## src/design/btsw_pkg.sv

```systemverilog
// Shared types and constants for the button-tuned square-wave generator.
package btsw_pkg;

  localparam int FREQ_W     = 14;
  localparam int NUM_W      = 24;
  localparam int DIVISOR_W  = FREQ_W + 1;
  localparam int CFG_IDX_W  = 2;
  localparam int CFG_DATA_W = 24;
  localparam int DIV_STEPS  = NUM_W;
  localparam int STEP_W     = $clog2(DIV_STEPS);

  localparam logic [NUM_W-1:0]  CLOCK_NUM_RESET = NUM_W'(15999);
  localparam logic [FREQ_W-1:0] FREQ_MAX_RESET  = FREQ_W'(16000);
  localparam logic [FREQ_W-1:0] FREQ_MIN_RESET  = FREQ_W'(1);
  localparam logic [FREQ_W-1:0] FREQ_RESET      = FREQ_W'(30);
  localparam int                COUNT_RESET     = 533;

  typedef enum logic [CFG_IDX_W-1:0] {
    REG_CLOCK_NUMERATOR = 2'd0,
    REG_FREQ_MAX        = 2'd1,
    REG_FREQ_MIN        = 2'd2
  } cfg_reg_e;

  typedef enum logic {
    ST_IDLE = 1'b0,
    ST_DIV  = 1'b1
  } state_t;

  typedef struct packed {
    logic mode;
    logic up_press;
    logic down_press;
  } in_item_t;

  typedef struct packed {
    logic              pin_level;
    logic [FREQ_W-1:0] freq_now;
    logic              wrapped;
  } out_item_t;

  typedef struct packed {
    logic accept;
    logic start_div;
    logic load_reload;
  } btsw_cmd_t;

  typedef struct packed {
    logic wrap_req;
    logic div_done;
  } btsw_status_t;

endpackage

```

## src/design/btsw_div.sv

```systemverilog
// Restoring divider that produces one quotient bit per cycle.
module btsw_div import btsw_pkg::*; (
  input  logic                 clk,
  input  logic                 rst,
  input  logic                 start,
  input  logic [NUM_W-1:0]     dividend,
  input  logic [DIVISOR_W-1:0] divisor,
  output logic                 done,
  output logic [NUM_W-1:0]     quotient
);

  logic                 busy;
  logic [STEP_W-1:0]    step;
  logic [DIVISOR_W-1:0] rem;
  logic [NUM_W-1:0]     qr;
  logic [DIVISOR_W-1:0] dsr;
  logic [DIVISOR_W:0]   trial;
  logic                 ge;

  always_comb begin
    trial = {rem, qr[NUM_W-1]};
    ge    = trial >= {1'b0, dsr};
  end

  always_ff @(posedge clk) begin
    if (rst) begin
      busy <= 1'b0;
      step <= '0;
      done <= 1'b0;
    end else begin
      done <= 1'b0;
      if (start) begin
        busy <= 1'b1;
        step <= '0;
      end else if (busy) begin
        step <= step + STEP_W'(1);
        if (step == STEP_W'(DIV_STEPS - 1)) begin
          busy <= 1'b0;
          done <= 1'b1;
        end
      end
    end
  end

  always_ff @(posedge clk) begin
    if (start) begin
      rem <= '0;
      qr  <= dividend;
      dsr <= divisor;
    end else if (busy) begin
      rem <= ge ? DIVISOR_W'(trial - {1'b0, dsr}) : DIVISOR_W'(trial);
      qr  <= {qr[NUM_W-2:0], ge};
    end
  end

  assign quotient = qr;

endmodule

```

## src/design/btsw_dp.sv

```systemverilog
// Datapath: configuration, frequency step, tick counter, phase and output register.
module btsw_dp import btsw_pkg::*; #(
  parameter int COUNT_WIDTH = 24
) (
  input  logic                  clk,
  input  logic                  rst,
  input  btsw_cmd_t             cmd,
  output btsw_status_t          status,
  input  in_item_t              in_data,
  output out_item_t             out_data,
  input  logic                  cfg_we,
  input  logic [CFG_IDX_W-1:0]  cfg_index,
  input  logic [CFG_DATA_W-1:0] cfg_data
);

  localparam logic [COUNT_WIDTH-1:0] CNT_MAX = '1;

  logic [NUM_W-1:0]       clock_numerator;
  logic [FREQ_W-1:0]      freq_max;
  logic [FREQ_W-1:0]      freq_min;
  logic [FREQ_W-1:0]      freq_value;
  logic [FREQ_W-1:0]      freq_value_next;
  logic [COUNT_WIDTH-1:0] down_count;
  logic [COUNT_WIDTH-1:0] reload_value;
  logic [COUNT_WIDTH-1:0] reload_next;
  logic                   phase_flag;
  logic                   pin_state;
  logic                   pin_state_next;
  logic                   freq_zero;
  logic                   tick_wrap;
  logic                   div_done;
  logic [NUM_W-1:0]       quotient;
  logic [NUM_W+COUNT_WIDTH-1:0] quot_ext;

  btsw_div u_div (
    .clk      (clk),
    .rst      (rst),
    .start    (cmd.start_div),
    .dividend (clock_numerator),
    .divisor  ({freq_value, 1'b0}),
    .done     (div_done),
    .quotient (quotient)
  );

  assign tick_wrap       = down_count == '0;
  assign status.wrap_req = !in_data.mode && tick_wrap;
  assign status.div_done = div_done;

  always_comb begin
    freq_value_next = freq_value;
    if (in_data.mode) begin
      if (in_data.up_press && !in_data.down_press && freq_value < freq_max) begin
        freq_value_next = freq_value + FREQ_W'(1);
      end else if (in_data.down_press && !in_data.up_press && freq_value > freq_min) begin
        freq_value_next = freq_value - FREQ_W'(1);
      end
    end
    pin_state_next = (!in_data.mode && tick_wrap) ? phase_flag : pin_state;
  end

  always_comb begin
    quot_ext = {{COUNT_WIDTH{1'b0}}, quotient};
    if (freq_zero || quot_ext[NUM_W+COUNT_WIDTH-1:COUNT_WIDTH] != '0) begin
      reload_next = CNT_MAX;
    end else if (quot_ext[COUNT_WIDTH-1:0] == '0) begin
      reload_next = COUNT_WIDTH'(1);
    end else begin
      reload_next = quot_ext[COUNT_WIDTH-1:0];
    end
  end

  always_ff @(posedge clk) begin
    if (rst) begin
      clock_numerator <= CLOCK_NUM_RESET;
      freq_max        <= FREQ_MAX_RESET;
      freq_min        <= FREQ_MIN_RESET;
    end else if (cfg_we) begin
      unique case (cfg_index)
        REG_CLOCK_NUMERATOR: clock_numerator <= cfg_data[NUM_W-1:0];
        REG_FREQ_MAX:        freq_max        <= cfg_data[FREQ_W-1:0];
        REG_FREQ_MIN:        freq_min        <= cfg_data[FREQ_W-1:0];
        default: ;
      endcase
    end
  end

  always_ff @(posedge clk) begin
    if (rst) begin
      freq_value   <= FREQ_RESET;
      down_count   <= COUNT_WIDTH'(COUNT_RESET);
      reload_value <= COUNT_WIDTH'(COUNT_RESET);
      phase_flag   <= 1'b1;
      pin_state    <= 1'b0;
      freq_zero    <= 1'b0;
    end else begin
      if (cmd.accept) begin
        freq_value <= freq_value_next;
        pin_state  <= pin_state_next;
        if (!in_data.mode) begin
          if (tick_wrap) begin
            down_count <= reload_value;
            phase_flag <= !phase_flag;
          end else begin
            down_count <= down_count - COUNT_WIDTH'(1);
          end
        end
      end
      if (cmd.start_div) begin
        freq_zero <= freq_value == '0;
      end
      if (cmd.load_reload) begin
        reload_value <= reload_next;
      end
    end
  end

  always_ff @(posedge clk) begin
    if (cmd.accept) begin
      out_data.pin_level <= pin_state_next;
      out_data.freq_now  <= freq_value_next;
      out_data.wrapped   <= !in_data.mode && tick_wrap;
    end
  end

endmodule

```

## src/design/btsw_ctrl.sv

```systemverilog
// Controller: input and output handshakes and sequencing of the reload division.
module btsw_ctrl import btsw_pkg::*; (
  input  logic         clk,
  input  logic         rst,
  input  logic         in_valid,
  output logic         in_ready,
  output logic         out_valid,
  input  logic         out_ready,
  input  btsw_status_t status,
  output btsw_cmd_t    cmd
);

  state_t state;
  state_t state_next;
  logic   out_valid_next;

  always_ff @(posedge clk) begin
    if (rst) begin
      state     <= ST_IDLE;
      out_valid <= 1'b0;
    end else begin
      state     <= state_next;
      out_valid <= out_valid_next;
    end
  end

  always_comb begin
    state_next      = state;
    in_ready        = 1'b0;
    cmd.accept      = 1'b0;
    cmd.start_div   = 1'b0;
    cmd.load_reload = 1'b0;
    unique case (state)
      ST_IDLE: begin
        in_ready      = !out_valid || out_ready;
        cmd.accept    = in_valid && in_ready;
        cmd.start_div = cmd.accept && status.wrap_req;
        if (cmd.start_div) begin
          state_next = ST_DIV;
        end
      end
      ST_DIV: begin
        if (status.div_done) begin
          cmd.load_reload = 1'b1;
          state_next      = ST_IDLE;
        end
      end
      default: state_next = ST_IDLE;
    endcase
    if (cmd.accept) begin
      out_valid_next = 1'b1;
    end else if (out_ready) begin
      out_valid_next = 1'b0;
    end else begin
      out_valid_next = out_valid;
    end
  end

endmodule

```

## src/design/button_tuned_square_wave.sv

```systemverilog
// Top level of the button-tuned square-wave generator.
//
//   channel | signals                        | payload
//   --------+--------------------------------+-------------------------------------
//   input   | in_valid, in_ready, in_data    | mode, up_press, down_press
//   output  | out_valid, out_ready, out_data | pin_level, freq_now, wrapped
//   config  | cfg_we, cfg_index, cfg_data    | clock_numerator, freq_max, freq_min
//
// Buttons and ticks that do not wrap need no division; the result is registered.
// A wrapping tick starts the reload division in the bit-serial divider; in_ready
// stays low in ST_DIV until the divider is done, when the reload value is written
// and the controller returns to ST_IDLE to accept the next item.
// A result that is not taken holds off the next item only while it is still waiting.
// Reset is synchronous; all but out_data and the divider operands get defaults.
module button_tuned_square_wave import btsw_pkg::*; #(
  parameter int COUNT_WIDTH = 24
) (
  input  logic                  clk,
  input  logic                  rst,
  input  logic                  in_valid,
  output logic                  in_ready,
  input  in_item_t              in_data,
  output logic                  out_valid,
  input  logic                  out_ready,
  output out_item_t             out_data,
  input  logic                  cfg_we,
  input  logic [CFG_IDX_W-1:0]  cfg_index,
  input  logic [CFG_DATA_W-1:0] cfg_data
);

  btsw_cmd_t    cmd;
  btsw_status_t status;

  btsw_ctrl u_ctrl (
    .clk       (clk),
    .rst       (rst),
    .in_valid  (in_valid),
    .in_ready  (in_ready),
    .out_valid (out_valid),
    .out_ready (out_ready),
    .status    (status),
    .cmd       (cmd)
  );

  btsw_dp #(
    .COUNT_WIDTH (COUNT_WIDTH)
  ) u_dp (
    .clk       (clk),
    .rst       (rst),
    .cmd       (cmd),
    .status    (status),
    .in_data   (in_data),
    .out_data  (out_data),
    .cfg_we    (cfg_we),
    .cfg_index (cfg_index),
    .cfg_data  (cfg_data)
  );

endmodule

```

## config.mk

```make
export PLATFORM = sky130hd
export DESIGN_NAME = button_tuned_square_wave
export DESIGN_NICKNAME = d
export VERILOG_FILES = /design/src/design/btsw_pkg.sv /design/src/design/btsw_div.sv /design/src/design/btsw_dp.sv /design/src/design/btsw_ctrl.sv /design/src/design/button_tuned_square_wave.sv
export SDC_FILE = /design/constraint.sdc
export NUM_CORES = 1
export LEC_CHECK = 0
export BUFFER_PORTS_ARGS = -buffer_cell sky130_fd_sc_hd__buf_2
export CELL_PAD_IN_SITES_DETAIL_PLACEMENT = 1
export CELL_PAD_IN_SITES_GLOBAL_PLACEMENT = 2
export CORE_ASPECT_RATIO = 1.4
export CORE_MARGIN = 2
export CORE_UTILIZATION = 39
export CTS_BUF_LIST = sky130_fd_sc_hd__clkbuf_8 sky130_fd_sc_hd__clkbuf_16
export DETAILED_ROUTE_END_ITERATION = 12
export GPL_TIMING_DRIVEN = 0
export MAX_ROUTING_LAYER = met4
export PLACE_DENSITY = 0.82
export SYNTH_ARGS = -nofsm -noshare
export SYNTH_HDL_FRONTEND = slang
export SYNTH_HIERARCHICAL = 1
export SYNTH_SLANG_ARGS = --single-unit
```

## constraint.sdc

```tcl
create_clock -name clk -period 5.5 [get_ports clk]
set_clock_uncertainty 0.2 [all_clocks]
set_input_delay 0.275 -clock clk [delete_from_list [all_inputs] [get_ports clk]]
set_output_delay 0.275 -clock clk [all_outputs]
set_load 0.1 [all_outputs]
```

==> reports/summary.log, run 1 <==
[place] count of input and output buffers 51
[place] Post-Place Cells 1,506
[min_path] instance count along the most critical hold path 4
[pwr] PwrDens 275 mW/mm²
[global_route] number of global-route vias before repair 9,088
[final_layout] fraction of layout instances using a drive strength above 1 0.147
[setup_path] highest cell delay on the worst timing path 750 ps
[yosys] area share of and/or/nand/nor cells after synthesis 0.212
[sta] max-slew violation count 0
[global_route] number of antenna violations at the first check in global routing 0
[sta] final critical path time including I/O delays and setup 4940 ps
[route] DRC violation count after routing 0
[clock_network] clock transition time at the flip-flop clock pins of the worst setup and hold paths 80 ps
[setup_path] number of cell instances on the worst register-to-register path 10
[yosys] XOR/XNOR share of the synthesized area 0.0222
[yosys] total standard cell area after synthesis 0.0103 mm²
[global_route] Overflow after GRT 0
[yosys] Synthesis Warnings 6
[route] vias post-DR 8,717
[setup_path] RR Startpoint u_dp/down_count[9]$_SDFFE_PP1P_
[clock_network] deepest clock path buffer count 2
[setup_path] kind of critical path reg -> reg
[final_layout] Fillers 3,058
[final_layout] end-of-flow core utilization 0.456
[final_layout] area of combinational cells with multiple inputs 0.00524 mm²
[yosys] register bit total from synthesis 196
[sta] Setup-failing EPs final 0
[die] effective utilization at floorplan 0.395
[min_path] hold path start cfg_index[1]
[place] placer congestion estimate 0.841
[yosys] proportion of synthesized area in mux cells 0.0419
[route] routed via count divided by cell count 5.57
[yosys] async set-reset flop share out of synthesis 0
[clock_network] clock sink total 196
[min_path] min-delay worst type in -> reg
[die] top-level I/O count 52
[die] Core Area 0.0260 mm²
[yosys] Cell variety after synth 90
[final_layout] Antenna diodes 0
[yosys] adder-cell share of the synthesized area 0.0604
[die] die outline area 0.0277 mm²
[clock_network] CTS root buffer sky130_fd_sc_hd__clkbuf_16
[global_route] pin count of the biggest net entering global routing 25
[pwr] Max IR drop VDD 220 µV
[setup_path] endpoint type of the worst setup path flip-flop
[setup_path] kind of start point of the critical path flip-flop
[final_layout] number of nets in the layout 1,311
[setup_path] CP most frequent cell sky130_fd_sc_hd__inv_1
[status] status completed
[final_layout] sequential cell area in the final layout 0.00447 mm²
[clock_network] post-CTS setup-driven buffer insertion count 0
[route] final routed wirelength across all metal layers 30,000 µm
[sta] Slew headroom 0.377
[route] iteration-0 DRC count of the detailed router 401
[setup_path] Slowest-stage cell, CP sky130_fd_sc_hd__inv_1
[route] remaining antenna violation count 0
[min_path] destination of the worst hold path u_dp/clock_numerator[23]$_SDFFE_PP0P_
[setup_path] first element of the critical path u_dp/down_count[9]$_SDFFE_PP1P_
[global_route] first-pass GRT wire length 48,600 µm
[die] Site Rows 70
[yosys] net count after synthesis 1,213
[clock_network] number of levels the H-tree was split into 4
[yosys] number of standard cells after synthesis 1,130
[sta] actual transition at the worst max-transition pin 934 ps
[yosys] number of enable-type register cells in the synthesized netlist 55
[final_layout] P&R area growth vs syn 15.4%
[yosys] dominant combinational cell family by area after synthesis simple AND/OR/NAND/NOR gates
[place] HPWL after detailed placement 22,400 µm
[sta] setup repair after global routing missed its margin no
[yosys] ys flop type sky130_fd_sc_hd__dfxtp_1
[clock_network] TritonCTS clock tree built
[sta] final number of hold-violating endpoints 0
[clock_network] later-pin clock latency in the skew report 450 ps
[setup_path] terminus of the critical flop-to-flop path u_dp/u_div/quotient[22]$_DFFE_PP_
[sta] portion of the clock cycle consumed by the worst path in the final layout 0.898
[yosys] Compound-Gate Fraction of Synth Area 0.173
[setup_path] data arrival time at the worst-slack endpoint 4820 ps
[global_route] combined global-route utilization of all metal layers 0.230
[die] die height 196 µm
[die] Die W 141 µm
[pwr] Leak Pwr 4.43 nW
[setup_path] Worst EP required 5380 ps
[job] maxcap violations 0
[final_layout] non-filler cells in the finished layout 1,565
[route] First-pass DRT Iterations 4
[setup_path] Worst Path Max Fanout 24
[yosys] share of synthesized area occupied by flip-flops and latches 0.436
[setup_path] worst-case register-to-register setup slack 560 ps
[sta] Highest Clock Rate 0.202 GHz
[setup_path] ordered list of cells on the worst path nor4_4 -> nand4b_2 -> or3_1 -> buf_2 -> nor2_2 -> inv_1 -> nor3_2 -> clkbuf_1 -> nor2_1 -> inv_1
[route] average wire per standard cell 19.2 µm
[yosys] Avg Inst Size Synth 9.09 µm²
[clock_network] Inserted Clock Buffers 17
cell usage in the layout (no fill, tap or decap), drive strengths merged, types with 5 or more instances in the layout:
cell type and instances:
xor2 6, clkinv 5, nor3 22, dfxtp 141, a211oi 12, o22ai 34
mux2 26, a21o 10, inv 73, nand4 14, nor4 15, buf 77
nand2 141, a311oi 6, o21ai 35, nand2b 18, ha 48, a211o 7
or3 12, dlygate4sd3 27, a21oi 93, edfxtp 55, nor2b 7, clkbuf 59
mux2i 13, xnor2 20, a31oi 16, and3 6, nand3b 27, o21bai 5
nor2 113, nand3 22
flip-flops by register name, indices dropped and copies added (netlist names), 5 cells and up:
signal                cells
u_dp/clock_numerator     24
u_dp/down_count          24
u_dp/freq_max            14
u_dp/freq_min            14
u_dp/freq_value          14
u_dp/out_data            16
u_dp/reload_value        24
u_dp/u_div/dsr           15
u_dp/u_div/quotient      24
u_dp/u_div/rem           15
u_dp/u_div/step           5
through the flow:
stage | total power [mW] | cell area, µm² | hold WS, ps | TNS, ps | worst slack [ps]
detailed placement | 1.93 | 10900 | 251 | 0 | 537
CTS | 3.30 | 11900 | 49.0 | 0 | 499
finish | 3.26 | 11900 | 60.7 | 0 | 561
floorplan | 1.82 | 10300 | 144 | 0 | 926
global placement | 1.92 | 10900 | 243 | -36090 | -866
global route | 3.39 | 11900 | 77.9 | 0 | 165
area by class of cell:
cell class,count,area share
timing repair buffer,79,0.0453
sequential,196,0.377
clock buffer,19,0.0392
inverter,66,0.0210
multi-input combinational,803,0.442
buffer,65,0.0260
tap,324,0.0342
clock inverter,13,0.0147
cell families after synthesis:
logic type,Yosys count
buf+inv,131
compound gates,264
flops,196
fa+ha+maj,49
mux,39
other cells,1
simple gates,424
xor+xnor,26
worst max-delay path by stage:
stage / cells past startpoint / slack (ps) / to
floorplan: 10 / 930 / u_dp/u_div/quotient[0]$_DFFE_PP_
global route: 10 / 160 / u_dp/u_div/quotient[14]$_DFFE_PP_
CTS: 10 / 500 / u_dp/u_div/quotient[21]$_DFFE_PP_
finish: 10 / 560 / u_dp/u_div/quotient[22]$_DFFE_PP_
global placement: 10 / -870 / u_dp/u_div/quotient[19]$_DFFE_PP_
detailed placement: 10 / 540 / u_dp/u_div/quotient[20]$_DFFE_PP_
worst max-delay path, delay by kind of cell, from the launching register on:
kind / cells / cell delay, ps
AND/OR/NAND/NOR: 6 / 2370
buffers and inverters: 4 / 1590
flip-flops: 1 / 390
cell usage after synthesis (21+ instances only):
master | number | area [µm²]
sky130_fd_sc_hd__clkbuf_1 | 40 | 150
sky130_fd_sc_hd__o21ai_0 | 30 | 150
sky130_fd_sc_hd__a21oi_1 | 91 | 455
sky130_fd_sc_hd__o22ai_1 | 34 | 213
sky130_fd_sc_hd__edfxtp_1 | 55 | 1650
sky130_fd_sc_hd__ha_1 | 48 | 601
sky130_fd_sc_hd__nor2_1 | 111 | 417
sky130_fd_sc_hd__nand3_1 | 21 | 105
sky130_fd_sc_hd__inv_1 | 65 | 244
sky130_fd_sc_hd__nand3b_1 | 27 | 203
sky130_fd_sc_hd__mux2_2 | 24 | 270
sky130_fd_sc_hd__nand2_1 | 136 | 510
sky130_fd_sc_hd__nor3_1 | 21 | 105
sky130_fd_sc_hd__dfxtp_1 | 141 | 2820
where the power goes:
part           switching, mW  internal (mW)
Clock                  0.648          0.701
Combinational          0.244          0.130
Sequential            0.0252           1.51
Total                  0.917           2.34
timing repair:
| action | 4_1_cts | 5_1_grt |
|---|---|---|
| hold buffers | 27 | 0 |
| gates resized for setup | 0 | 0 |
| endpoints found under the hold margin | 55 | 0 |
metal layers:
metal,global-route usage,vias to the layer above,routed length [µm]
li1,-,4241,-
met1,0.272,4311,13100
met2,0.405,123,15500
met3,0.0308,42,753
met4,0.0737,0,612
met5,-,-,0
No activity file was read; power rests on OpenSTA's default activity.
==> run 2: changes to the inputs <==
CORE_UTILIZATION = 31   (was 39)
PLACE_DENSITY = 0.68   (was 0.82)
==> reports/summary.log, run 2 (synthesis gave the netlist of run 1 again) <==
[final_layout] highest-count cells in the layout ignoring fill and taps sky130_fd_sc_hd__dfxtp_1, sky130_fd_sc_hd__nand2_1, sky130_fd_sc_hd__nor2_1, sky130_fd_sc_hd__a21oi_1, sky130_fd_sc_hd__inv_1
[final_layout] Antenna diodes 0
[sta] Fin Hold WS 29.3 ps
[min_path] instance count along the most critical hold path 4
[sta] Sum Neg Setup Slack 0 ps
[setup_path] Worst Path Max Fanout 24
[die] effective utilization at floorplan 0.316
[final_layout] Fillers 3,846
[sta] setup repair after global routing missed its margin no
[die] top-level I/O count 52
[die] die height 219 µm
[clock_network] number of levels the H-tree was split into 4
[clock_network] Inserted Clock Buffers 17
[global_route] first-pass GRT wire length 49,600 µm
[route] First-pass DRT Iterations 4
[global_route] met1 track demand over resource 0.229
[clock_network] CTS root buffer sky130_fd_sc_hd__clkbuf_16
[job] maxcap violations 0
[die] Die W 158 µm
[pwr] PwrDens 267 mW/mm²
[global_route] GR peak layer met2
[final_layout] end-of-flow core utilization 0.368
[sta] final critical path time including I/O delays and setup 5030 ps
[final_layout] non-filler cells in the finished layout 1,681
[die] die outline area 0.0346 mm²
[place] pre-CTS setup slack 383 ps
[route] vias post-DR 8,597
[global_route] pin count of the biggest net entering global routing 25
[clock_network] TritonCTS clock tree built
[route] routed via count divided by cell count 5.11
[place] Post-Place Cells 1,622
[final_layout] leading cell type in the layout, fill and taps excluded sky130_fd_sc_hd__dfxtp_1
[final_layout] P&R area growth vs syn 16.4%
[place] count of input and output buffers 51
[setup_path] kind of start point of the critical path flip-flop
[place] HPWL after detailed placement 23,700 µm
[clock_network] later-pin clock latency in the skew report 470 ps
[clock_network] deepest clock path buffer count 2
[setup_path] Worst EP required 5390 ps
[route] final routed wirelength across all metal layers 31,200 µm
[sta] max-slew violation count 0
[global_route] met3 Usage GRT 0.0253
[sta] portion of the clock cycle consumed by the worst path in the final layout 0.915
[setup_path] kind of critical path reg -> reg
[global_route] met2 track demand over resource 0.339
[clock_network] hold buffers post-CTS 27
[clock_network] post-CTS setup-driven buffer insertion count 0
[route] iteration-0 DRC count of the detailed router 392
[global_route] combined global-route utilization of all metal layers 0.193
[min_path] min-delay worst type in -> reg
[setup_path] endpoint type of the worst setup path flip-flop
[route] DRC violation count after routing 0
[global_route] Overflow after GRT 0
[sta] Highest Clock Rate 0.199 GHz
[final_layout] post-route cell area 0.0120 mm²
[place] cell area after placement 0.0111 mm²
[route] average wire per standard cell 18.6 µm
[final_layout] number of nets in the layout 1,311
[clock_network] clock transition time at the flip-flop clock pins of the worst setup and hold paths 80 ps
[sta] final number of hold-violating endpoints 0
[setup_path] data arrival time at the worst-slack endpoint 4920 ps
[setup_path] number of cell instances on the worst register-to-register path 10
[pwr] post-layout power 3.20 mW
[route] remaining antenna violation count 0
[final_layout] area of combinational cells with multiple inputs 0.00524 mm²
[pwr] Leak Pwr 4.42 nW
[place] placer congestion estimate 0.807
[sta] Slew headroom 0.361
[status] status completed
[final_layout] sequential cell area in the final layout 0.00447 mm²
[sta] actual transition at the worst max-transition pin 957 ps
[global_route] number of global-route vias before repair 8,818
[clock_network] Resized cells post-CTS 0
[sta] Final Worst Setup Slack 469 ps
[die] Site Rows 78
[sta] Setup-failing EPs final 0
[die] Core Area 0.0325 mm²
[clock_network] clock sink total 196
[global_route] number of antenna violations at the first check in global routing 0
[pwr] Max IR drop VDD 221 µV
[final_layout] fraction of layout instances using a drive strength above 1 0.146
==> run 2: cell types whose count changed in the layout (fill, tap and decap cells not counted), sizes merged <==
cell | previous run | this run
inv | 73 | 75
clkbuf | 59 | 58
clkinv | 5 | 4
==> run 2: layout make-up <==
class,count,share of cell area
multi-input combinational,803,0.439
sequential,196,0.374
tap,440,0.0460
timing repair buffer,79,0.0449
clock buffer,18,0.0367
buffer,65,0.0257
inverter,66,0.0208
clock inverter,14,0.0130
==> run 2: worst max-delay path, cell delays in order (launching register included) <==
cell,delay (ps)
sky130_fd_sc_hd__dfxtp_1,380
sky130_fd_sc_hd__nor4_2,520
sky130_fd_sc_hd__nand3b_1,260
sky130_fd_sc_hd__or3_1,410
sky130_fd_sc_hd__buf_2,190
sky130_fd_sc_hd__nor2_2,220
sky130_fd_sc_hd__inv_1,120
sky130_fd_sc_hd__nor3_2,680
sky130_fd_sc_hd__clkbuf_1,530
sky130_fd_sc_hd__nor2_1,340
sky130_fd_sc_hd__inv_1,780
==> run 2: layer usage <==
metal | wire, µm | part of all wire
met1 | 14000 | 0.45
met2 | 16100 | 0.51
met3 | 674 | 0.022
met4 | 495 | 0.016
met5 | 0 | 0
==> run 2: final timing paths <==
path                                           to  slack, ps                        startpoint
max             u_dp/u_div/quotient[17]$_DFFE_PP_        470  u_dp/down_count[16]$_SDFFE_PP0P_
min          u_dp/clock_numerator[7]$_SDFFE_PP0P_         30                      cfg_index[0]
max reg2reg     u_dp/u_div/quotient[17]$_DFFE_PP_        470  u_dp/down_count[16]$_SDFFE_PP0P_
min reg2reg           u_dp/pin_state$_SDFFE_PP0P_        260       u_dp/pin_state$_SDFFE_PP0P_
==> run 2: where the power goes <==
part | switching [mW] | leakage [nW] | total (mW) | internal [mW]
Combinational | 0.244 | 2.47 | 0.374 | 0.130
Clock | 0.631 | 0.299 | 1.29 | 0.658
Sequential | 0.0248 | 1.65 | 1.53 | 1.51
==> run 3: changes to the inputs <==
BUFFER_PORTS_ARGS = not set   (was -buffer_cell sky130_fd_sc_hd__buf_2)
DONT_BUFFER_PORTS = 1   (was not set)
PLACE_DENSITY = 0.7   (was 0.68)
SYNTH_HIERARCHICAL = not set   (was 1)
clock period = 4.4 ns   (was 5.5 ns; I/O delays follow)
==> reports/summary.log, run 3 <==
[sta] max-slew violation count 0
[die] Site Rows 77
[job] maxcap violations 0
[min_path] destination of the worst hold path u_dp.freq_max[0]$_SDFFE_PP0P_
[status] status completed
[clock_network] later-pin clock latency in the skew report 450 ps
[setup_path] data arrival time at the worst-slack endpoint 3770 ps
[sta] final number of hold-violating endpoints 0
[die] die height 217 µm
[global_route] first-pass GRT wire length 51,300 µm
[die] top-level I/O count 52
[global_route] number of antenna violations at the first check in global routing 1
[yosys] Synthesis Warnings 0
[final_layout] highest-count cells in the layout ignoring fill and taps sky130_fd_sc_hd__nand2_1, sky130_fd_sc_hd__dfxtp_1, sky130_fd_sc_hd__nor2_1, sky130_fd_sc_hd__a21oi_1, sky130_fd_sc_hd__nor3_1
[sta] portion of the clock cycle consumed by the worst path in the final layout 0.886
[sta] final critical path time including I/O delays and setup 3900 ps
[sta] actual transition at the worst max-transition pin 1060 ps
[clock_network] CTS root buffer sky130_fd_sc_hd__clkbuf_16
[pwr] PwrDens 348 mW/mm²
[yosys] number of enable-type register cells in the synthesized netlist 54
[sta] Slew headroom 0.295
[route] average wire per standard cell 19.6 µm
[yosys] net count after synthesis 1,270
[yosys] ys flop type sky130_fd_sc_hd__dfxtp_1
[clock_network] deepest clock path buffer count 2
[final_layout] fraction of layout instances using a drive strength above 1 0.0598
[global_route] pin count of the biggest net entering global routing 25
[sta] Setup-failing EPs final 0
[global_route] number of global-route vias before repair 8,980
[setup_path] RR Startpoint u_ctrl.out_valid$_SDFFE_PP0P_
[yosys] cell type with the largest total area after synthesis sky130_fd_sc_hd__dfxtp_1
[clock_network] clock transition time at the flip-flop clock pins of the worst setup and hold paths 70 ps
[yosys] async set-reset flop share out of synthesis 0
[die] Die W 156 µm
[clock_network] TritonCTS clock tree built
[pwr] post-layout power 3.98 mW
[setup_path] kind of start point of the critical path flip-flop
[setup_path] worst-case register-to-register setup slack 500 ps
[yosys] count leader, synth sky130_fd_sc_hd__nand2_1
[place] count of input and output buffers 0
[route] final routed wirelength across all metal layers 32,300 µm
[setup_path] terminus of the critical flop-to-flop path u_dp.u_div.quotient[14]$_DFFE_PP_
[route] vias post-DR 8,575
[die] Core Area 0.0317 mm²
[min_path] instance count along the most critical hold path 3
[die] die outline area 0.0338 mm²
[yosys] total standard cell area after synthesis 0.0100 mm²
[place] HPWL after detailed placement 24,500 µm
[final_layout] non-filler cells in the finished layout 1,649
[setup_path] Worst Path Max Fanout 24
[route] iteration-0 DRC count of the detailed router 240
[yosys] area share of the largest cell type after synthesis 0.282
[pwr] Max IR drop VDD 257 µV
[clock_network] clock sink total 195
[place] placer congestion estimate 0.802
[yosys] share of synthesized area occupied by flip-flops and latches 0.444
[yosys] Avg Inst Size Synth 8.43 µm²
[setup_path] endpoint type of the worst setup path flip-flop
[min_path] min-delay worst type in -> reg
[route] First-pass DRT Iterations 4
[final_layout] Antenna diodes 0
[global_route] Overflow after GRT 0
[final_layout] leading cell type in the layout, fill and taps excluded sky130_fd_sc_hd__nand2_1
[yosys] number of standard cells after synthesis 1,188
[yosys] register bit total from synthesis 195
[setup_path] Worst EP required 4270 ps
[route] routed via count divided by cell count 5.20
[clock_network] number of levels the H-tree was split into 4
[yosys] most common library cells after synthesis sky130_fd_sc_hd__nand2_1, sky130_fd_sc_hd__dfxtp_1, sky130_fd_sc_hd__nor2_1
[sta] Highest Clock Rate 0.257 GHz
[route] remaining antenna violation count 0
[clock_network] post-CTS setup-driven buffer insertion count 0
[die] effective utilization at floorplan 0.316
[clock_network] Inserted Clock Buffers 17
[sta] setup repair after global routing missed its margin no
[yosys] largest cells by area after synthesis sky130_fd_sc_hd__dfxtp_1, sky130_fd_sc_hd__edfxtp_1, sky130_fd_sc_hd__nand2_1
[final_layout] number of nets in the layout 1,323
[setup_path] number of cell instances on the worst register-to-register path 8
[min_path] hold path start cfg_we
[global_route] combined global-route utilization of all metal layers 0.203
[pwr] Leak Pwr 4.29 nW
[final_layout] P&R area growth vs syn 14.3%
[place] Post-Place Cells 1,584
[yosys] Cell variety after synth 68
[route] DRC violation count after routing 0
[setup_path] kind of critical path reg -> reg
==> run 3: cell count changes in the layout (fill, tap and decap cells not counted), sizes merged, moves of 13 or more <==
| cell | before | now |
|---|---|---|
| nand3b | 27 | 4 |
| buf | 77 | 24 |
| nor2 | 113 | 87 |
| o22ai | 34 | 4 |
| nand3 | 22 | 50 |
| clkbuf | 58 | 71 |
| o21ai | 35 | 50 |
| mux2 | 26 | 9 |
| nand2 | 141 | 205 |
| nor3 | 22 | 78 |
==> run 3: worst max-delay path, stage by stage (launching register included) <==
cell and delay [ps]:
sky130_fd_sc_hd__dfxtp_1 950, sky130_fd_sc_hd__nor2b_1 410, sky130_fd_sc_hd__nor3b_4 120, sky130_fd_sc_hd__nor2b_1 230, sky130_fd_sc_hd__nand2_1 160, sky130_fd_sc_hd__buf_2 230
sky130_fd_sc_hd__buf_2 290, sky130_fd_sc_hd__clkbuf_1 440, sky130_fd_sc_hd__nand2_2 460
==> run 3: kinds of logic (layout without fill, tap and decap cells) <==
group | after synthesis | after routing | share of synthesized area
AO/OA/AOI/OAI | 233 | 233 | 0.151
XOR/XNOR | 21 | 21 | 0.0184
adder cells (fa/ha/maj) | 48 | 48 | 0.0607
buffers and inverters | 142 | 208 | 0.0580
flip-flops | 195 | 195 | 0.444
multiplexers | 22 | 22 | 0.0231
AND/OR/NAND/NOR | 527 | 527 | 0.246
==> run 3: repair_timing <==
item	in CTS	in global routing
hold buffers	33	0
endpoints found under the setup margin	0	24
resized for setup	0	1
hold endpoints to repair	56	0
==> run 3: how the worst max path moves through the flow <==
stage | startpoint | end | slack [ps]
5_1_grt | u_ctrl.out_valid$_SDFFE_PP0P_ | u_dp.u_div.quotient[21]$_DFFE_PP_ | 300
3_3_place_gp | u_ctrl.out_valid$_SDFFE_PP0P_ | u_dp.u_div.quotient[17]$_DFFE_PP_ | -930
6_report | u_ctrl.out_valid$_SDFFE_PP0P_ | u_dp.u_div.quotient[14]$_DFFE_PP_ | 500
2_1_floorplan | u_ctrl.out_valid$_SDFFE_PP0P_ | u_dp.u_div.quotient[0]$_DFFE_PP_ | 540
3_5_place_dp | u_ctrl.out_valid$_SDFFE_PP0P_ | u_dp.u_div.quotient[17]$_DFFE_PP_ | 110
4_1_cts | u_ctrl.out_valid$_SDFFE_PP0P_ | u_dp.u_div.quotient[10]$_DFFE_PP_ | 90
==> run 3: power by group <==
group / leakage [nW] / internal, mW / switching [mW] / total, mW
clock network: 0.290 / 0.798 / 0.736 / 1.53
logic: 2.35 / 0.176 / 0.291 / 0.466
registers: 1.64 / 1.89 / 0.0906 / 1.98
total: 4.29 / 2.86 / 1.12 / 3.98
==> run 3: cell type report <==
type,instances,area (µm²)
buffer,73,323
clock buffer,21,480
clock inverter,11,95.1
fill,3731,20200
inverter,69,259
multi-input combinational,851,5010
sequential,195,4440
tap,395,494
timing repair buffer,34,345
==> run 3: per-layer routing <==
layer / share of wire / GRT usage / vias up
li1: - / - / 4297
met1: 0.43 / 0.229 / 4152
met2: 0.52 / 0.364 / 88
met3: 0.022 / 0.0290 / 38
met4: 0.027 / 0.0728 / 0
met5: 0 / - / -
==> run 3: metrics by stage <==
stage	hold WS (ps)	setup slack (ps)	util	area (µm²)	setup TNS [ps]
3_3_place_gp	141	-932	0.332	10500	-35480
4_1_cts	40.5	94.3	0.361	11400	0
2_1_floorplan	138	540	-	10000	0
6_report	61.5	501	0.361	11400	0
3_5_place_dp	147	106	0.332	10500	0
5_1_grt	110	296	0.361	11400	0
